[src/hdl/mkds_pkg.sv]
// Types and constants of the keypad debounce scanner.
package mkds_pkg;

    localparam int NUM_KEYS    = 12;
    localparam int LINE_COUNT  = 6;
    localparam int KEY_IDX_W   = 4;
    localparam int DEB_W       = 8;
    localparam int NOW_W       = 32;
    localparam int OUT_CNT_W   = 16;
    localparam int KIND_W      = 2;
    localparam int S_TDATA_W   = 48;
    localparam int M_TDATA_W   = 56;

    localparam logic [DEB_W-1:0] DEBOUNCE_RST = 8'd10;

    // Item kinds carried on tuser; the unused code acts as a query.
    typedef enum logic [KIND_W-1:0] {
        KIND_SCAN  = 2'd0,
        KIND_FRAME = 2'd1,
        KIND_QUERY = 2'd2
    } t_kind;

    // Button line and scan half of each key (key = row*4 + column).
    localparam logic [2:0] KEY_LINE [NUM_KEYS] = '{
        3'd0, 3'd1, 3'd0, 3'd1,
        3'd2, 3'd3, 3'd2, 3'd3,
        3'd4, 3'd5, 3'd4, 3'd5
    };
    localparam logic KEY_HALF [NUM_KEYS] = '{
        1'b0, 1'b0, 1'b1, 1'b1,
        1'b0, 1'b0, 1'b1, 1'b1,
        1'b0, 1'b0, 1'b1, 1'b1
    };

    // Per-key command for one beat.
    typedef struct packed {
        logic scan;
        logic frame;
        logic down;
    } t_key_cmd;

    // Per-key flags after the beat's update.
    typedef struct packed {
        logic held;
        logic pressed;
        logic released;
    } t_key_stat;

endpackage

[src/hdl/matrix_keypad_debounce_scanner_top.sv]
// Top level of the 12-key debounced keypad scanner.
// Path: an accepted beat passes the input register, then the result register that drives o_m_tvalid.
// Throughput: one beat per cycle while the result is not stalled; the twelve key cells update in parallel.
// Backpressure: input register and result register each hold one beat; ready
// falls only while both are full and the result is not taken.
// Reset (synchronous, active low) clears all key state, both valid flags and
// sets the debounce hold-off to 10 ms.
module matrix_keypad_debounce_scanner_top #(
    parameter int COUNT_WIDTH = 16,
    parameter int TIME_WIDTH  = 32
) (
    input  logic                              i_clk,
    input  logic                              i_rst_n,
    input  logic                              i_cfg_wr_en,
    input  logic [mkds_pkg::DEB_W-1:0]        i_cfg_wr_data,  // debounce_ms
    input  logic                              i_s_tvalid,
    output logic                              o_s_tready,
    // tdata: half[0], button_levels[6:1], now_ms[38:7], key_index[42:39], zero fill
    input  logic [mkds_pkg::S_TDATA_W-1:0]    i_s_tdata,
    // tuser: kind[1:0]
    input  logic [mkds_pkg::KIND_W-1:0]       i_s_tuser,
    output logic                              o_m_tvalid,
    input  logic                              i_m_tready,
    // tdata: held_mask[11:0], pressed_mask[23:12], released_mask[35:24],
    //        frames_held[51:36], zero fill
    output logic [mkds_pkg::M_TDATA_W-1:0]    o_m_tdata
);

    logic [mkds_pkg::DEB_W-1:0]       r_debounce;
    logic                             r_in_valid;
    logic [mkds_pkg::KIND_W-1:0]      r_kind;
    logic                             r_half;
    logic [mkds_pkg::LINE_COUNT-1:0]  r_levels;
    logic [TIME_WIDTH-1:0]            r_now;
    logic [mkds_pkg::KEY_IDX_W-1:0]   r_key_index;
    logic                             r_out_valid;
    logic [mkds_pkg::NUM_KEYS-1:0]    r_held_mask;
    logic [mkds_pkg::NUM_KEYS-1:0]    r_pressed_mask;
    logic [mkds_pkg::NUM_KEYS-1:0]    r_released_mask;
    logic [mkds_pkg::OUT_CNT_W-1:0]   r_frames_held;

    logic                             in_fire;
    logic                             out_free;
    logic                             work;
    logic                             do_scan;
    logic                             do_frame;
    mkds_pkg::t_key_cmd               key_cmd  [mkds_pkg::NUM_KEYS];
    mkds_pkg::t_key_stat              key_stat [mkds_pkg::NUM_KEYS];
    logic [COUNT_WIDTH-1:0]           key_count [mkds_pkg::NUM_KEYS];
    logic [mkds_pkg::NUM_KEYS-1:0]    held_mask;
    logic [mkds_pkg::NUM_KEYS-1:0]    pressed_mask;
    logic [mkds_pkg::NUM_KEYS-1:0]    released_mask;
    logic [mkds_pkg::OUT_CNT_W-1:0]   frames_held;

    // Handshake: the input stage moves on whenever the result register can take it.
    assign out_free   = !r_out_valid || i_m_tready;
    assign work       = r_in_valid && out_free;
    assign o_s_tready = !r_in_valid || out_free;
    assign in_fire    = i_s_tvalid && o_s_tready;

    // Debounce register.
    always_ff @(posedge i_clk) begin
        if (!i_rst_n) begin
            r_debounce <= mkds_pkg::DEBOUNCE_RST;
        end else if (i_cfg_wr_en) begin
            r_debounce <= i_cfg_wr_data;
        end
    end

    // Input register: valid flag.
    always_ff @(posedge i_clk) begin
        if (!i_rst_n) begin
            r_in_valid <= 1'b0;
        end else if (in_fire) begin
            r_in_valid <= 1'b1;
        end else if (work) begin
            r_in_valid <= 1'b0;
        end
    end

    // Input register: payload.
    always_ff @(posedge i_clk) begin
        if (in_fire) begin
            r_kind      <= i_s_tuser;
            r_half      <= i_s_tdata[0];
            r_levels    <= i_s_tdata[6:1];
            r_now       <= i_s_tdata[7 +: TIME_WIDTH];
            r_key_index <= i_s_tdata[42:39];
        end
    end

    // Decode the beat's kind; the spare code changes nothing.
    always_comb begin
        do_scan  = 1'b0;
        do_frame = 1'b0;
        case (mkds_pkg::t_kind'(r_kind))
            mkds_pkg::KIND_SCAN:  do_scan  = work;
            mkds_pkg::KIND_FRAME: do_frame = work;
            mkds_pkg::KIND_QUERY: ;
            default: ;
        endcase
    end

    // Key cells, one per key.
    generate
        for (genvar k = 0; k < mkds_pkg::NUM_KEYS; k++) begin : g_key
            assign key_cmd[k].scan  = do_scan && (r_half == mkds_pkg::KEY_HALF[k]);
            assign key_cmd[k].frame = do_frame;
            assign key_cmd[k].down  = !r_levels[mkds_pkg::KEY_LINE[k]];

            mkds_key_cell #(
                .COUNT_WIDTH (COUNT_WIDTH),
                .TIME_WIDTH  (TIME_WIDTH)
            ) u_cell (
                .i_clk      (i_clk),
                .i_rst_n    (i_rst_n),
                .i_cmd      (key_cmd[k]),
                .i_now      (r_now),
                .i_debounce (r_debounce),
                .o_stat     (key_stat[k]),
                .o_count    (key_count[k])
            );

            assign held_mask[k]     = key_stat[k].held;
            assign pressed_mask[k]  = key_stat[k].pressed;
            assign released_mask[k] = key_stat[k].released;
        end
    endgenerate

    // Requested key's count.
    mkds_count_sel #(
        .COUNT_WIDTH (COUNT_WIDTH)
    ) u_count_sel (
        .i_counts      (key_count),
        .i_key_index   (r_key_index),
        .o_frames_held (frames_held)
    );

    // Result register: valid flag.
    always_ff @(posedge i_clk) begin
        if (!i_rst_n) begin
            r_out_valid <= 1'b0;
        end else if (work) begin
            r_out_valid <= 1'b1;
        end else if (i_m_tready) begin
            r_out_valid <= 1'b0;
        end
    end

    // Result register: payload.
    always_ff @(posedge i_clk) begin
        if (work) begin
            r_held_mask     <= held_mask;
            r_pressed_mask  <= pressed_mask;
            r_released_mask <= released_mask;
            r_frames_held   <= frames_held;
        end
    end

    assign o_m_tvalid = r_out_valid;
    assign o_m_tdata  = {4'd0, r_frames_held, r_released_mask, r_pressed_mask, r_held_mask};

endmodule

[src/hdl/mkds_key_cell.sv]
// One key: debounce stamp, held and edge flags, saturating held-frame counter.
module mkds_key_cell #(
    parameter int COUNT_WIDTH = 16,
    parameter int TIME_WIDTH  = 32
) (
    input  logic                         i_clk,
    input  logic                         i_rst_n,
    input  mkds_pkg::t_key_cmd           i_cmd,
    input  logic [TIME_WIDTH-1:0]        i_now,
    input  logic [mkds_pkg::DEB_W-1:0]   i_debounce,
    output mkds_pkg::t_key_stat          o_stat,
    output logic [COUNT_WIDTH-1:0]       o_count
);

    logic [TIME_WIDTH-1:0]  r_stamp,  n_stamp;
    logic [COUNT_WIDTH-1:0] r_count,  n_count;
    logic                   r_held,   n_held;
    logic                   r_last,   n_last;
    logic                   r_pressed, n_pressed;
    logic                   r_released, n_released;
    logic [TIME_WIDTH-1:0]  elapsed;
    logic                   hold_off_done;

    // Wrapping age of the last pressed sample.
    assign elapsed       = i_now - r_stamp;
    assign hold_off_done = elapsed >= {{(TIME_WIDTH-mkds_pkg::DEB_W){1'b0}}, i_debounce};

    // Next state of the key.
    always_comb begin
        n_stamp    = r_stamp;
        n_count    = r_count;
        n_held     = r_held;
        n_last     = r_last;
        n_pressed  = r_pressed;
        n_released = r_released;
        if (i_cmd.scan) begin
            if (i_cmd.down) begin
                n_stamp = i_now;
                n_held  = 1'b1;
                if (!r_last) begin
                    n_pressed = 1'b1;
                end
            end else if (hold_off_done) begin
                n_held  = 1'b0;
                n_count = '0;
                if (r_last) begin
                    n_released = 1'b1;
                end
            end
        end else if (i_cmd.frame) begin
            n_last     = r_held;
            n_pressed  = 1'b0;
            n_released = 1'b0;
            if (r_held) begin
                if (r_count != {COUNT_WIDTH{1'b1}}) begin
                    n_count = r_count + 1'b1;
                end
            end else begin
                n_count = '0;
            end
        end
    end

    // Hold the key state.
    always_ff @(posedge i_clk) begin
        if (!i_rst_n) begin
            r_stamp    <= '0;
            r_count    <= '0;
            r_held     <= 1'b0;
            r_last     <= 1'b0;
            r_pressed  <= 1'b0;
            r_released <= 1'b0;
        end else begin
            r_stamp    <= n_stamp;
            r_count    <= n_count;
            r_held     <= n_held;
            r_last     <= n_last;
            r_pressed  <= n_pressed;
            r_released <= n_released;
        end
    end

    // Report the state after this beat.
    assign o_stat.held     = n_held;
    assign o_stat.pressed  = n_pressed;
    assign o_stat.released = n_released;
    assign o_count         = n_count;

endmodule

[src/hdl/mkds_count_sel.sv]
// Pick the requested key's held-frame count and saturate it to the report width.
module mkds_count_sel #(
    parameter int COUNT_WIDTH = 16
) (
    input  logic [COUNT_WIDTH-1:0]            i_counts [mkds_pkg::NUM_KEYS],
    input  logic [mkds_pkg::KEY_IDX_W-1:0]    i_key_index,
    output logic [mkds_pkg::OUT_CNT_W-1:0]    o_frames_held
);

    logic [COUNT_WIDTH-1:0]          sel_count;
    logic [mkds_pkg::OUT_CNT_W-1:0]  fit_count;

    // Out-of-range keys report zero.
    always_comb begin
        if (i_key_index < mkds_pkg::KEY_IDX_W'(mkds_pkg::NUM_KEYS)) begin
            sel_count = i_counts[i_key_index];
        end else begin
            sel_count = '0;
        end
    end

    // Fit the count into the report width.
    generate
        if (COUNT_WIDTH > mkds_pkg::OUT_CNT_W) begin : g_sat
            assign fit_count = (|sel_count[COUNT_WIDTH-1:mkds_pkg::OUT_CNT_W]) ?
                               {mkds_pkg::OUT_CNT_W{1'b1}} :
                               sel_count[mkds_pkg::OUT_CNT_W-1:0];
        end else begin : g_ext
            assign fit_count = mkds_pkg::OUT_CNT_W'(sel_count);
        end
    endgenerate

    assign o_frames_held = fit_count;

endmodule

[config.mk]
export PLATFORM = sky130hd
export DESIGN_NAME = matrix_keypad_debounce_scanner_top
export DESIGN_NICKNAME = d
export VERILOG_FILES = /design/src/hdl/mkds_pkg.sv /design/src/hdl/matrix_keypad_debounce_scanner_top.sv /design/src/hdl/mkds_key_cell.sv /design/src/hdl/mkds_count_sel.sv
export SDC_FILE = /design/constraint.sdc
export NUM_CORES = 2
export LEC_CHECK = 0
export BUFFER_PORTS_ARGS = -buffer_cell sky130_fd_sc_hd__buf_2
export CORE_MARGIN = 4
export CORE_UTILIZATION = 25
export CTS_CLUSTER_SIZE = 14
export DETAILED_ROUTE_END_ITERATION = 12
export SLEW_MARGIN = 25
export SYNTH_ARGS = -nofsm -noshare
export SYNTH_HDL_FRONTEND = slang
export SYNTH_HIERARCHICAL = 1
export SYNTH_SLANG_ARGS = --single-unit
[constraint.sdc]
create_clock -name i_clk -period 6.8 [get_ports i_clk]
set_clock_uncertainty 0.2 [all_clocks]
set_input_delay 0.68 -clock i_clk [delete_from_list [all_inputs] [get_ports i_clk]]
set_output_delay 0.68 -clock i_clk [all_outputs]
set_load 0.02 [all_outputs]
==> metrics.md <==
| Metric | Value |
|---|---|
| Clk buf depth | `3` |
| Hold Vio Cnt, Final | `0` |
| Tmin final | `6294 ps` |
| Die Area | `257600 um2` |
| Mapped Cells | `8254` |
| Hold Path Cell Cnt | `1` |
| Top_reg_cell synth | `dfxtp_1` |
| Fmax | `about 160 MHz` |
| Worst-Skew Late Latency | `between 700 and 800 ps` |
| Family with the most delay on the worst path | `simple AND/OR/NAND/NOR gates` |
| Drt pass-1 iters | `5` |
| Critical R2R Capture | `r_frames_held[10]` |
| H-tree Lvls | `3` |
| CTS clk-pin slew, worst paths | `60 ps` |
| Final nets | `roughly 9000` |
| Postcts setup bufs | `0` |
| Slowest cell on crit path | `edfxtp_1` |
| Post-synthesis cell area | `62390 um2` |
| Vias | `60980` |
| CP required | `7180 ps` |
| Number of global-route vias before repair | `55850` |
| CP endpoint kind | `flip-flop` |
| YS warnings | `6` |
| Hold EP | `r_now[0]` |
| Yosys reg bits | `731` |
| Final period utilization | `92.55%` |
| Initial Util | `25.11%` |
| Gr ovfl total | `0` |
| Worst slew pin tran | `1048 ps` |
| PnR worst setup slack | `506.3 ps` |
| GP Congestion | `0.9613` |
| Die Ht | `507.6 um` |
| Critical path type | `flip-flop to flip-flop` |
| Max-slew violation count | `0` |
| Fraction of layout cells with a size suffix above 1 | `under 10%` |
| Critical path's largest stage delay | `580 ps` |
| CTS Sinks | `731` |
| Synthesized area per cell | `between 7 and 8 um2` |
| Maximum number of pins on one net before global-route repair | `104` |
| Core Region | `248400 um2` |
| Power density cells | `roughly 180 nW/um2` |
| Antenna-violating nets left | `0` |
| Startpoint Class | `flip-flop` |
| Final TNS setup | `0 ps` |
| Remaining DRCs | `0` |
| Yosys cell types | `124` |
| RSZ-0062 raised after global routing | `false` |
| Async S/R FF share, synth | `0%` |
| EDFF count, synth | `97` |
| Crit-path most repeated cell | `or4_1` |
| Leak | `24.15 nW` |
| Crit path buf inv count | `0` |
| Clk root buf | `clkbuf_16` |
| Run status | `finished clean` |
| Post-cts resize count | `0` |
| Input/output buffers | `111` |
| Site row count | `183` |
| Initial antenna violation count | `10` |
| WL final | `~220000 um` |
| TritonCTS clock tree | `yes` |
| First-pass GRT wire length | `337400 um` |
| 1st-iter DRT viols | `5105` |
| Crit-path max FO | `16` |
| Worst slack, placed | `approximately 630 ps` |
| Worst VDD drop | `slightly above 0.2 mV` |
| Layout overhead on the synthesized area | `12.71%` |
| R2R cell count | `21` |
| Gr usage total | `16.47%` |
| Cells along the critical path | `ha_1 -> o211ai_1 -> a21oi_1 -> nor2_1 -> o21bai_1 -> a21oi_1 -> xnor2_1 -> ha_1 -> nand2_1 -> o21ai_0 -> or4_1 -> or4_1 -> or4_1 -> a2111oi_2 -> and4b_1 -> and4_1 -> a21oi_4 -> a31oi_1 -> mux4_2 -> a22oi_1 -> o21ai_1` |
| Worst hold start | `i_s_tdata[7]` |
| Ports | `between 100 and 150` |
| Die X | `507.6 um` |
| Via density per instance | `~5.2` |
| Critical Path AT | `between 6000 and 7000 ps` |
| Final setup viols | `0` |
| Flop2flop setup slack | `510 ps` |
| Slew HR | `between 30% and 40%` |
| CTS Buf Count | `91` |
| Post-DP HPWL | `163500 um` |
| Hold/Removal Path Class | `input pin to flip-flop` |
| RR Startpoint | `r_now[3]` |
| Wire per inst | `19.05 um` |
| Sequential area share after synthesis | `~25%` |
| MaxCap Viol Count | `0` |
[through the flow]
step           std cells  hold slack (ps)  power, mW  area [um2]  utilization [%]
2_1_floorplan       8257            236.3      6.361       62410                -
3_3_place_gp       11410            241.7      7.149       66420            26.74
3_5_place_dp       11410            246.3      7.142       66420            26.74
4_1_cts            11630           0.3181      12.65       70270            28.29
5_1_grt            11630            16.57      13.09       70310            28.30
6_report           11640            52.85      12.53       70320            28.31
[worst max-delay path by stage]
| stage | startpoint | to | slack [ps] | cells after the start |
|---|---|---|---|---|
| CTS | r_now[3] | r_frames_held[10] | 610 | 21 |
| global route | r_now[4] | r_frames_held[13] | 230 | 21 |
| floorplan | r_now[1] | r_frames_held[8] | 1220 | 22 |
| detailed placement | r_now[3] | r_frames_held[10] | 630 | 21 |
| finish | r_now[3] | r_frames_held[10] | 510 | 21 |
| global placement | r_now[0] | r_frames_held[10] | 710 | 21 |
[cells in the final DEF, fill, tap and decap left out, types with 66 or more instances in the layout]
master / n
nand2_1: 1417
a21oi_1: 934
dfxtp_1: 632
inv_1: 629
ha_1: 480
nor2_1: 463
o21ai_0: 386
xnor2_1: 188
nand4_1: 182
nand3_1: 151
and3_1: 127
buf_4: 127
a31oi_1: 122
nor3_1: 121
a21o_1: 120
buf_2: 110
and2_1: 100
clkbuf_16: 99
a211oi_1: 99
o21a_1: 98
edfxtp_1: 97
a21boi_0: 84
nand2b_1: 83
a311oi_1: 83
o211ai_1: 73
nor4_1: 66
[synth_stat cells (22+ instances only)]
cell type | instances | area [um2]
a2111oi_0 | 22 | 192.7
a211o_1 | 24 | 210.2
a211oi_1 | 99 | 743.2
a21boi_0 | 85 | 638.1
a21o_1 | 120 | 900.9
a21oi_1 | 938 | 4695
a21oi_2 | 28 | 245.2
a221oi_1 | 33 | 289.0
a22oi_1 | 31 | 232.7
a311oi_1 | 83 | 727.0
a31oi_1 | 122 | 763.2
a31oi_4 | 64 | 1361
a41oi_1 | 27 | 236.5
and2_1 | 101 | 631.9
and3_1 | 127 | 794.5
and4_1 | 44 | 385.4
buf_2 | 39 | 195.2
buf_4 | 52 | 390.4
clkbuf_1 | 300 | 1126
dfxtp_1 | 634 | 12690
edfxtp_1 | 97 | 2913
ha_1 | 480 | 6006
inv_1 | 630 | 2365
mux2i_1 | 50 | 500.5
mux4_2 | 42 | 945.9
nand2_1 | 1419 | 5326
nand2b_1 | 83 | 519.3
nand3_1 | 151 | 755.7
nand3b_1 | 22 | 165.2
nand4_1 | 182 | 1139
nor2_1 | 464 | 1742
nor2b_1 | 57 | 356.6
nor3_1 | 121 | 605.6
nor4_1 | 66 | 412.9
o2111ai_1 | 35 | 306.5
o211ai_1 | 73 | 548.0
o21a_1 | 98 | 735.7
o21ai_0 | 386 | 1932
o21ai_1 | 52 | 260.3
o21bai_1 | 44 | 330.3
o22ai_1 | 28 | 175.2
o31ai_1 | 30 | 225.2
or3_1 | 34 | 212.7
xnor2_1 | 188 | 1647
xor2_1 | 41 | 359.1
[layout make-up]
type / count / area [um2]
fill: 26870 / 178100
multi-input combinational: 6465 / 42490
sequential: 731 / 15610
tap: 3330 / 4167
clock buffer: 119 / 2683
inverter: 631 / 2369
timing repair buffer: 303 / 2321
clock inverter: 53 / 679.4
antenna: 5 / 12.51
[report_power, final]
part,total (mW),leakage [nW],internal [mW],switching (mW)
sequential,4.52,6.05,4.44,0.0878
combinational,2.60,16.5,0.918,1.68
clock,5.41,1.64,3.23,2.18
total,12.5,24.1,8.58,3.95
[state kept, by name, indices dropped and copies added (netlist names)]
register                 flops
g_key.u_cell/r_count       192
r_kind                       2
r_now                       32
r_in_valid                   1
r_pressed_mask              12
o_m_tvalid                   1
g_key.u_cell/r_pressed      12
r_levels                     6
g_key.u_cell/r_released     12
r_key_index                  4
r_held_mask                 12
g_key.u_cell/r_stamp       384
r_debounce                   8
r_released_mask             12
g_key.u_cell/r_held         12
r_frames_held               16
r_half                       1
g_key.u_cell/r_last         12
[kinds of logic after synthesis]
family | synth area share (%)
multiplexers | 2.625
XOR/XNOR | 3.215
flip-flops | 25.01
AO/OA/AOI/OAI | 29.44
buffers and inverters | 6.995
adder cells (fa/ha/maj) | 10.01
other | 0.006010
AND/OR/NAND/NOR | 22.70
[per-layer routing]
layer / vias to the layer above / wire length [um] / global-route usage (%)
met3: 325 / 14000 / 2.522
met2: 1800 / 98550 / 26.38
li1: 29940 / - / -
met4: 6 / 9546 / 6.529
met1: 28920 / 99390 / 22.15
met5: - / 210 / 0
[worst register-to-register path, delay by kind of cell (launching register included)]
| family | cells | cell delay, ps |
|---|---|---|
| AOI/OAI and AO/OA | 10 | 1780 |
| and+or+nand+nor | 7 | 2380 |
| muxes | 1 | 300 |
| adders and majority gates | 2 | 740 |
| DFF | 1 | 580 |
| xor gates and xnor gates | 1 | 140 |
[timing repair]
action                                  4_1_cts  5_1_grt
endpoints found under the hold margin        49        0
hold buffers                                 49        0
endpoints found under the setup margin        0        0
Power figures use the tool's default switching activity.
